===== src/rtl/core/spe_pkg.sv =====
`timescale 1ns / 1ps

package spe_pkg;

  localparam int CHAR_W     = 8;
  localparam int IDX_W      = 12;
  localparam int LEN_W      = 13;
  localparam int PLEN_W     = 6;
  localparam int PIDX_W     = 5;
  localparam int CFG_IDX_W  = 3;
  localparam int CFG_DATA_W = 64;
  localparam int PAT_WORDS  = 4;

  typedef enum logic [1:0] {
    REQ_PUSH  = 2'd0,
    REQ_READ  = 2'd1,
    REQ_CLEAR = 2'd2
  } req_t;

  localparam logic [CFG_IDX_W-1:0] CFG_PAT_LEN = 3'd0;
  localparam logic [CFG_IDX_W-1:0] CFG_PAT_W0  = 3'd1;
  localparam logic [CFG_IDX_W-1:0] CFG_PAT_W1  = 3'd2;
  localparam logic [CFG_IDX_W-1:0] CFG_PAT_W2  = 3'd3;
  localparam logic [CFG_IDX_W-1:0] CFG_PAT_W3  = 3'd4;

  typedef struct packed {
    logic [PLEN_W-1:0] eff_len;
    logic [CHAR_W-1:0] last_char;
  } pat_info_t;

endpackage


===== src/rtl/core/spe_pattern_regs.sv =====
`timescale 1ns / 1ps

module spe_pattern_regs #(
  parameter int PATTERN_MAX = 32
) (
  input  logic                           clk,
  input  logic                           rst_n,
  input  logic                           cfg_we,
  input  logic [spe_pkg::CFG_IDX_W-1:0]  cfg_index,
  input  logic [spe_pkg::CFG_DATA_W-1:0] cfg_wdata,
  input  logic [spe_pkg::PIDX_W-1:0]     sel_idx,
  output logic [spe_pkg::CHAR_W-1:0]     sel_char,
  output spe_pkg::pat_info_t             pat_info
);

  localparam int PLW = spe_pkg::PLEN_W;
  localparam int CW  = spe_pkg::CHAR_W;

  logic [PLW-1:0]                 pat_len_r;
  logic [spe_pkg::CFG_DATA_W-1:0] pat_words_r [spe_pkg::PAT_WORDS];
  logic [PLW-1:0]                 len_min;
  logic [PLW-1:0]                 eff_len;
  logic [spe_pkg::PIDX_W-1:0]     last_idx;

  always_ff @(posedge clk) begin
    if (!rst_n) begin
      pat_len_r <= PLW'(1);
      for (int i = 0; i < spe_pkg::PAT_WORDS; i++) pat_words_r[i] <= '0;
    end else if (cfg_we) begin
      case (cfg_index)
        spe_pkg::CFG_PAT_LEN: pat_len_r      <= cfg_wdata[PLW-1:0];
        spe_pkg::CFG_PAT_W0:  pat_words_r[0] <= cfg_wdata;
        spe_pkg::CFG_PAT_W1:  pat_words_r[1] <= cfg_wdata;
        spe_pkg::CFG_PAT_W2:  pat_words_r[2] <= cfg_wdata;
        spe_pkg::CFG_PAT_W3:  pat_words_r[3] <= cfg_wdata;
        default: ;
      endcase
    end
  end

  // zero length acts as one, anything beyond the maximum is clamped
  always_comb begin
    len_min  = (pat_len_r == '0) ? PLW'(1) : pat_len_r;
    eff_len  = (len_min > PLW'(PATTERN_MAX)) ? PLW'(PATTERN_MAX) : len_min;
    last_idx = spe_pkg::PIDX_W'(eff_len - PLW'(1));
  end

  assign sel_char           = pat_words_r[sel_idx[4:3]][sel_idx[2:0]*CW +: CW];
  assign pat_info.eff_len   = eff_len;
  assign pat_info.last_char = pat_words_r[last_idx[4:3]][last_idx[2:0]*CW +: CW];

endmodule


===== config.mk =====
export PLATFORM = sky130hd
export DESIGN_NAME = spe_pattern_regs
export DESIGN_NICKNAME = d
export VERILOG_FILES = /design/src/rtl/core/spe_pkg.sv /design/src/rtl/core/spe_pattern_regs.sv
export SDC_FILE = /design/constraint.sdc
export NUM_CORES = 1
export LEC_CHECK = 0
export BUFFER_PORTS_ARGS = -buffer_cell sky130_fd_sc_hd__buf_2
export CELL_PAD_IN_SITES_DETAIL_PLACEMENT = 0
export CELL_PAD_IN_SITES_GLOBAL_PLACEMENT = 2
export CORE_MARGIN = 2
export CORE_UTILIZATION = 30
export DETAILED_ROUTE_END_ITERATION = 6
export PLACE_DENSITY_LB_ADDON = 0.12
export SLEW_MARGIN = 25
export SYNTH_ARGS = -nofsm -noshare
export SYNTH_HDL_FRONTEND = slang
export SYNTH_SLANG_ARGS = --single-unit

===== constraint.sdc =====
create_clock -name clk -period 5.6 [get_ports clk]
set_clock_uncertainty 0.2 [all_clocks]
set_input_delay 0.28 -clock clk [delete_from_list [all_inputs] [get_ports clk]]
set_output_delay 0.28 -clock clk [all_outputs]
set_load 0.02 [all_outputs]

Yosys cells after proc, flatten, opt, wreduce, memory -nomap -nowiden
Memory sizes are Yosys's and may differ from the RTL's.
Cells that the tools add are included.
{"block": "op_classes", "n_addsub": 1, "mul": 0, "div": 0, "order_cmp": 1, "eq_ne": 4, "n_shift": 2, "n_mux": 23, "n_bitwise": 4, "reduce_logical": 3}
{"cell": "64-bit 2-to-1 mux", "count": 4}
{"cell": "64-bit by 7-bit indexed part select with 8-bit output", "count": 2}
{"cell": "1-bit 2-to-1 mux", "count": 17}
{"cell": "6-bit 2-to-1 mux", "count": 2}
{"cell": "3-bit by 2-bit equality test with 1-bit output, second input constant", "count": 2}
{"cell": "6-bit greater-than comparator, second input constant", "count": 1}
{"cell": "6-bit logical NOT", "count": 1}
{"cell": "5-bit by 1-bit subtractor with 5-bit output, second input constant", "count": 1}
{"cell": "1-bit OR", "count": 4}
{"cell": "3-bit by 1-bit equality test with 1-bit output, second input constant", "count": 1}
{"cell": "3-bit equality test, second input constant", "count": 1}
{"cell": "3-bit logical NOT", "count": 1}
{"cell": "2-bit AND reduction", "count": 1}
{"block": "totals", "register_bits": 6, "latchBits": 0, "mem_bits_rw": 256, "rom_bits": 0, "inputBits": 75, "out_inout_bits": 22, "wordCells": 40, "mem_count": 1}
{"memory": "pat_words_r", "depth": 4, "word_bits": 64, "read_ports": 2, "rd_ports_with_merged_regs": 0, "write_ports": 4, "line_no": "spe_pattern_regs.sv:20", "source": "logic [spe_pkg::CFG_DATA_W-1:0] pat_words_r [spe_pkg::PAT_WORDS];"}

Logic depth before layout (Yosys ltp)
Gate-level depths: netlist (run 1).
An unclocked memory read counts as a cell.
{"block": "depth", "ltp_word": 7, "depth_mapped": 13, "mapped_depth_nobuf": 10}

Worst setup path before layout (run 1)
Ideal clock, no wire load.
{"block": "synth_timing", "path_type": "in2reg", "from": "input cfg_we", "to": "memory pat_words_r[1][0] (netlist name) (enable)", "setup_ns": 0.582, "arrival_time_ns": 5.091, "setup_slack_ns": -0.273, "path_stages": 2, "path_buffers": 0, "cell_sequence": "nand2_1 o31ai_1"}
{"element": "start: declaration", "line_no": "spe_pattern_regs.sv:8", "source": "input logic cfg_we,"}
{"element": "end: declaration", "line_no": "spe_pattern_regs.sv:20"}

==> impl_metrics.csv, run 1 <==
group,metric,value,unit
status,status,"finished clean",
detailed_routing,routed_wl,47400,um
global_routing,track_usage,20.0,%
sta,setup_tns,0,ns
global_routing,grt_start_max_net_pins,65,
detailed_routing,routedWlPerCell,26.1,um
setup_path,arrival,4.57,ns
clock_tree,cts_root_buf,"clkbuf_16",
global_routing,grt_pass1_vias,9628,
sta,layout_setup_ws,0.547,ns
placed_design,pre_cts_ws,1.08,ns
synth,ys.flop_type,"edfxtp_1",
placed_design,place_inst,1691,
clock_tree,cts_sinks,262,
setup_path,crit_path_start_kind,"register",
setup_path,path_buf_inv,2,
die,fp.dieArea,48100,um2
detailed_routing,drtIter0Drc,671,
sta,report.final.slew_viol_count,0,
die,io_pins,97,
global_routing,grt_pass1_wl,68400,um
clock_tree,numCtsBuffers,34,
synth,syn_nets,1127,
pwr,vdd_drop_max,152,uV
synth,syn-cell-area,13900,um2
setup_path,ff2ff_path_depth,3,
pwr,power_density,304,nW/um2
setup_path,slowest_delay,0.65,ns
sta,final_hold_viol_count,0,
setup_path,cp_cell_sequence,"nor4_1, nor2_1, or2_2, ha_1, nor4b_1, a211o_4, buf_4, mux2i_1, a222oi_1, a22oi_1, nand3_1, buf_2",
setup_path,crit_family,"simple AND/OR/NAND/NOR gates",
cells_and_area,area_growth,21.3,%
cells_and_area,drive_gt1_share,22.8,%
sta,worst_pin_slew,0.930,ns
cells_and_area,final_util,37.0,%
hold_path,worstHoldStart,"cfg_index[2]",
sta,relSlewSlack,38.0,%
synth,yosys_warnings,0,
detailed_routing,dr.pass1.iters,5,
clock_tree,clk_latency,0.52,ns
synth,ys_types,38,
setup_path,rrSetupSlack,4.17,ns
setup_path,critPathKind,"register to output port",
run,cap_violations,0,
die,core_area,45600,um2
sta,post-route-period-util,90.2,%
detailed_routing,dr_total_vias,9273,
detailed_routing,via_per_inst,5.10,
clock_tree,post-cts-setup-buffers,0,
sta,max_freq,198,MHz
clock_tree,cts.path.max_buffers,3,
synth,synthArstFlopShare,0,%
sta,setup_violations,0,
hold_path,hold_path_class,"input pin to register",
setup_path,slowest_stage,"nor4b_1",
cells_and_area,final_cells,1818,
placed_design,gp_congestion,0.733,
pwr,p_total,5.13,mW
setup_path,crit_fanout,44,
setup_path,reg2reg_to,"pat_len_r[0]$_SDFFE_PN1P_",
global_routing,overflow,0,
sta,rsz0062_at_grt,"no",
synth,syn_avg_cell_area,13.2,um2
setup_path,reg2reg_from,"pat_len_r[0]$_SDFFE_PN1P_",
synth,synthCells,1051,
die,initial_core_util,30.5,%
die,fp-row-count,78,
sta,min_period,5.05,ns
clock_tree,cts_tree,"built",
hold_path,min_delay_path_depth,2,
synth,synth-edff-count,256,
cells_and_area,n_fill_cell,4402,
cells_and_area,ff_latch_area,7810,um2
cells_and_area,fin_nets,1269,
setup_path,crit_path_end_kind,"output port",
die,die_w,219,um
detailed_routing,post-route-drc-count,0,
hold_path,holdPathEnd,"pat_words_r[1][9]$_SDFFCE_PN0P_",
detailed_routing,ant_nets,0,
global_routing,antenna_found_initial,3,
synth,yosysSeqAreaShare,56.2,%
clock_tree,clk_pin_slew,0.06,ns
pwr,leakagePower,5.97,nW
clock_tree,htree_levels,2,
cells_and_area,multi_input_area,5820,um2
placed_design,dpl.hpwl,27900,um
placed_design,port_buffers,96,
clock_tree,cts-resized-gates,0,
synth,synth-seq-cells,262,
die,die_h,219,um
setup_path,crit_required,5.12,ns
repair_timing:
| item | in CTS | in global routing |
|---|---|---|
| hold buffers | 66 | 0 |
| endpoints found under the setup margin | 0 | 0 |
| hold endpoints to repair | 262 | 0 |
per-stage QoR:
step | instance area [um2] | hold slack [ns]
finish | 16900 | 0.0794
global route | 16900 | 0.0939
CTS | 16900 | 0.0636
detailed placement | 15100 | 0.383
global placement | 15100 | 0.378
floorplan | 13900 | 0.142
metal layers:
layer	share of wire, %	up-vias	routed length, um	GRT usage (%)
met5	0.027	-	13	0
li1	-	4229	-	-
met3	3.9	48	1820	2.54
met2	46	218	21900	32.2
met4	2.0	2	963	4.77
met1	48	4776	22700	28.6
where the power goes:
part	internal, mW	switching [mW]
clock network	1.31	0.842
logic	0.267	0.360
registers	2.29	0.0642
kinds of logic (layout without fill, tap and decap cells):
group | Yosys count | after routing | share of synthesized area (%)
and+or+nand+nor | 481 | 481 | 18.7
DFF | 262 | 262 | 56.2
muxes | 158 | 158 | 18.6
buffers and inverters | 85 | 251 | 2.71
AOI/OAI and AO/OA | 63 | 63 | 3.66
adders and majority gates | 1 | 1 | 0.0900
xor gates and xnor gates | 1 | 1 | 0.0630
other | 0 | 1 | 0
sequential cells by signal, summed over array words and instances, names as in the netlist:
signal and flops:
pat_words_r 256, pat_len_r 6
cells in the final DEF, fill, tap and decap left out, types with 23 or more instances in the layout:
cell type      count
edfxtp_1         256
nand3_1           41
mux2i_1           70
buf_2             94
and2_1           258
buf_4             23
dlygate4sd3_1     66
clkbuf_16         37
nand2_1          133
mux4_2            80
worst register-to-register path: stages, from the launching register on:
cell,delay (ns)
dfxtp_1,0.36
mux2i_1,0.14
nand2_1,0.06
dlygate4sd3_1,0.56
cell usage after synthesis (8+ instances only):
library cell / number / area [um2]
nor2_1: 14 / 52.6
nand3_1: 41 / 205
mux4_2: 80 / 1800
and2_1: 258 / 1610
mux2_2: 8 / 90.1
a32oi_1: 16 / 140
nand4_1: 16 / 100
clkbuf_1: 49 / 184
a222oi_1: 16 / 160
nand2_1: 134 / 503
mux2i_1: 70 / 701
a22oi_1: 8 / 60.1
a31oi_1: 16 / 100
edfxtp_1: 256 / 7690
buf_2: 22 / 110
final cells by class:
type                            instances  area share (%)
Inverter                                5           0.111
Clock buffer                           41            5.70
Antenna cell                            1          0.0148
Tap cell                              600            4.45
Sequential cell                       262            46.3
Timing Repair Buffer                  186            8.06
Multi-Input combinational cell        704            34.5
Clock inverter                         19           0.861
worst max path at each step:
stage / startpoint / end / slack [ns] / cells past startpoint
after global routing: pat_len_r[3]$_SDFFE_PN0P_ / pat_info[4] / 0.22 / 12
after global placement: pat_len_r[3]$_SDFFE_PN0P_ / pat_info[4] / 1.16 / 12
after detailed placement: pat_len_r[3]$_SDFFE_PN0P_ / pat_info[4] / 1.08 / 12
after floorplan: cfg_index[2] / pat_words_r[2][0]$_SDFFCE_PN0P_ / -0.12 / 2
final: pat_len_r[3]$_SDFFE_PN0P_ / pat_info[4] / 0.55 / 12
after CTS: pat_len_r[3]$_SDFFE_PN0P_ / pat_info[4] / 0.49 / 12
Power figures use the tool's default switching activity.
==> run 2, diff against run 1 <==
--- a/config.mk
+++ b/config.mk
@@ -8,6 +8,7 @@
 export BUFFER_PORTS_ARGS = -buffer_cell sky130_fd_sc_hd__buf_2
 export CELL_PAD_IN_SITES_DETAIL_PLACEMENT = 0
 export CELL_PAD_IN_SITES_GLOBAL_PLACEMENT = 2
+export CORE_ASPECT_RATIO = 0.75
 export CORE_MARGIN = 2
 export CORE_UTILIZATION = 30
 export DETAILED_ROUTE_END_ITERATION = 6
==> impl_metrics.csv, run 2 (same netlist as run 1, synthesis figures left out) <==
group,metric,value,unit
global_routing,grt_start_max_net_pins,65,
placed_design,port_buffers,96,
clock_tree,cts_tree,"built",
sta,max_freq,205,MHz
clock_tree,cts_root_buf,"clkbuf_16",
setup_path,startpoint,"pat_len_r[3]$_SDFFE_PN0P_",
clock_tree,clk_pin_slew,0.06,ns
global_routing,grt_pass1_vias,9565,
setup_path,arrival,4.41,ns
sta,relSlewSlack,40.0,%
setup_path,reg2reg_to,"pat_len_r[0]$_SDFFE_PN1P_",
sta,layout_setup_ws,0.712,ns
sta,post-route-period-util,87.3,%
clock_tree,numCtsBuffers,30,
detailed_routing,drtIter0Drc,778,
detailed_routing,via_per_inst,5.17,
die,core_area,45900,um2
detailed_routing,dr.pass1.iters,7,
placed_design,gp_congestion,0.753,
cells_and_area,antennaDiodeCount,0,
cells_and_area,area_growth,19.7,%
global_routing,track_usage,20.3,%
run,cap_violations,0,
setup_path,rrSetupSlack,4.16,ns
cells_and_area,layout_commonest_cell,"and2_1",
cells_and_area,layout_common_cells,"258 x and2_1, 256 x edfxtp_1, 133 x nand2_1, 94 x buf_2, 80 x mux4_2",
clock_tree,cts_sinks,262,
die,fp.dieArea,48100,um2
setup_path,crit_path_end_kind,"output port",
setup_path,crit_fanout,49,
placed_design,place_inst,1685,
clock_tree,cts-resized-gates,0,
setup_path,critPathKind,"register to output port",
cells_and_area,reg.largest.list,"pat_words_r x256, pat_len_r x6",
sta,report.final.slew_viol_count,0,
detailed_routing,post-route-drc-count,0,
sta,worst_pin_slew,0.900,ns
global_routing,antenna_found_initial,4,
sta,final_hold_viol_count,0,
pwr,leakagePower,5.86,nW
detailed_routing,routed_wl,48500,um
die,initial_core_util,30.3,%
clock_tree,cts.path.max_buffers,3,
sta,setup_tns,0,ns
cells_and_area,drive_gt1_share,21.8,%
placed_design,pre_cts_ws,1.30,ns
sta,rsz0062_at_grt,"no",
detailed_routing,dr_total_vias,9324,
die,die_w,253,um
detailed_routing,routedWlPerCell,26.9,um
global_routing,grt_pass1_wl,70200,um
setup_path,critPathCapture,"pat_info[6]",
pwr,power_density,291,nW/um2
setup_path,crit_path_start_kind,"register",
global_routing,overflow,0,
clock_tree,htree_levels,1,
hold_path,hold_path_class,"input pin to register",
cells_and_area,largest_reg_flops,256,
pwr,vdd_drop_max,227,uV
detailed_routing,ant_nets,0,
die,io_pins,97,
placed_design,dpl.hpwl,29000,um
status,status,"finished clean",
sta,setup_violations,0,
cells_and_area,regMostFlops,"pat_words_r",
clock_tree,clk_latency,0.57,ns
cells_and_area,fin_nets,1264,
setup_path,crit_required,5.12,ns
setup_path,ff2ff_path_depth,3,
die,fp-row-count,68,
setup_path,reg2reg_from,"pat_len_r[0]$_SDFFE_PN1P_",
sta,whs,0.0685,ns
cells_and_area,final_cells,1803,
sta,min_period,4.89,ns
die,die_h,190,um
==> run 2: cell types whose count changed in the layout (fill, tap and decap cells not counted), sizes merged <==
| cell | previous run | this run |
|---|---|---|
| buf | 120 | 119 |
| clkbuf | 41 | 36 |
| bufinv | 2 | 1 |
| diode | 1 | 0 |
| clkinv | 15 | 14 |
| clkinvlp | 2 | 1 |
==> run 2: routing by layer <==
metal	up-vias	routed length, um	global-route usage (%)
met3	49	1890	2.39
met5	-	13	0
li1	4219	-	-
met1	4820	24700	31.3
met4	2	681	3.12
met2	234	21200	31.2
==> run 2: worst min path at each step <==
stage	from	to	cells past startpoint
floorplan	rst_n	pat_len_r[0]$_SDFFE_PN1P_	1
detailed placement	pat_len_r[4]$_SDFFE_PN0P_	pat_len_r[4]$_SDFFE_PN0P_	2
finish	cfg_index[2]	pat_len_r[1]$_SDFFE_PN0P_	4
global placement	pat_len_r[1]$_SDFFE_PN0P_	pat_len_r[1]$_SDFFE_PN0P_	2
global route	cfg_index[2]	pat_len_r[1]$_SDFFE_PN0P_	4
CTS	cfg_index[2]	pat_len_r[1]$_SDFFE_PN0P_	4
==> run 2: final cells by class <==
class	instances	area (um2)
multi-input cells	704	5820
well taps	595	744
flip-flops and latches	262	7810
inverters	5	18.8
clock buffers	36	795
repair buffers	185	1360
fillers	4445	29200
clock inverters	16	98.8
==> run 2: through the flow <==
stage / util, % / power (mW) / area, um2
2_1_floorplan: - / 2.73 / 13900
3_3_place_gp: 32.9 / 3.00 / 15100
3_5_place_dp: 32.9 / 3.00 / 15100
4_1_cts: 36.3 / 4.89 / 16600
5_1_grt: 36.3 / 5.01 / 16600
6_report: 36.3 / 4.84 / 16600
==> run 2: critical path: stages, from the launching register on <==
cell,delay [ns]
dfxtp_1,0.47
nor4_1,0.10
nor2_1,0.08
or2_2,0.12
ha_1,0.20
nor4b_1,0.65
a211o_4,0.72
buf_4,0.46
mux2i_1,0.12
a222oi_1,0.35
a22oi_1,0.17
nand3_1,0.13
buf_2,0.18
==> run 2: what timing repair did <==
item / CTS / global route
setup endpoints to repair: 0 / 0
endpoints found under the hold margin: 262 / 0
buffers inserted: 0 / 0
hold buffers: 66 / 0
==> run 2: where the power goes <==
part	leakage, nW	switching [mW]	internal (mW)	total, mW
Combinational	2.90	0.367	0.266	0.633
Sequential	2.52	0.0666	2.29	2.35
Clock	0.441	0.815	1.04	1.86
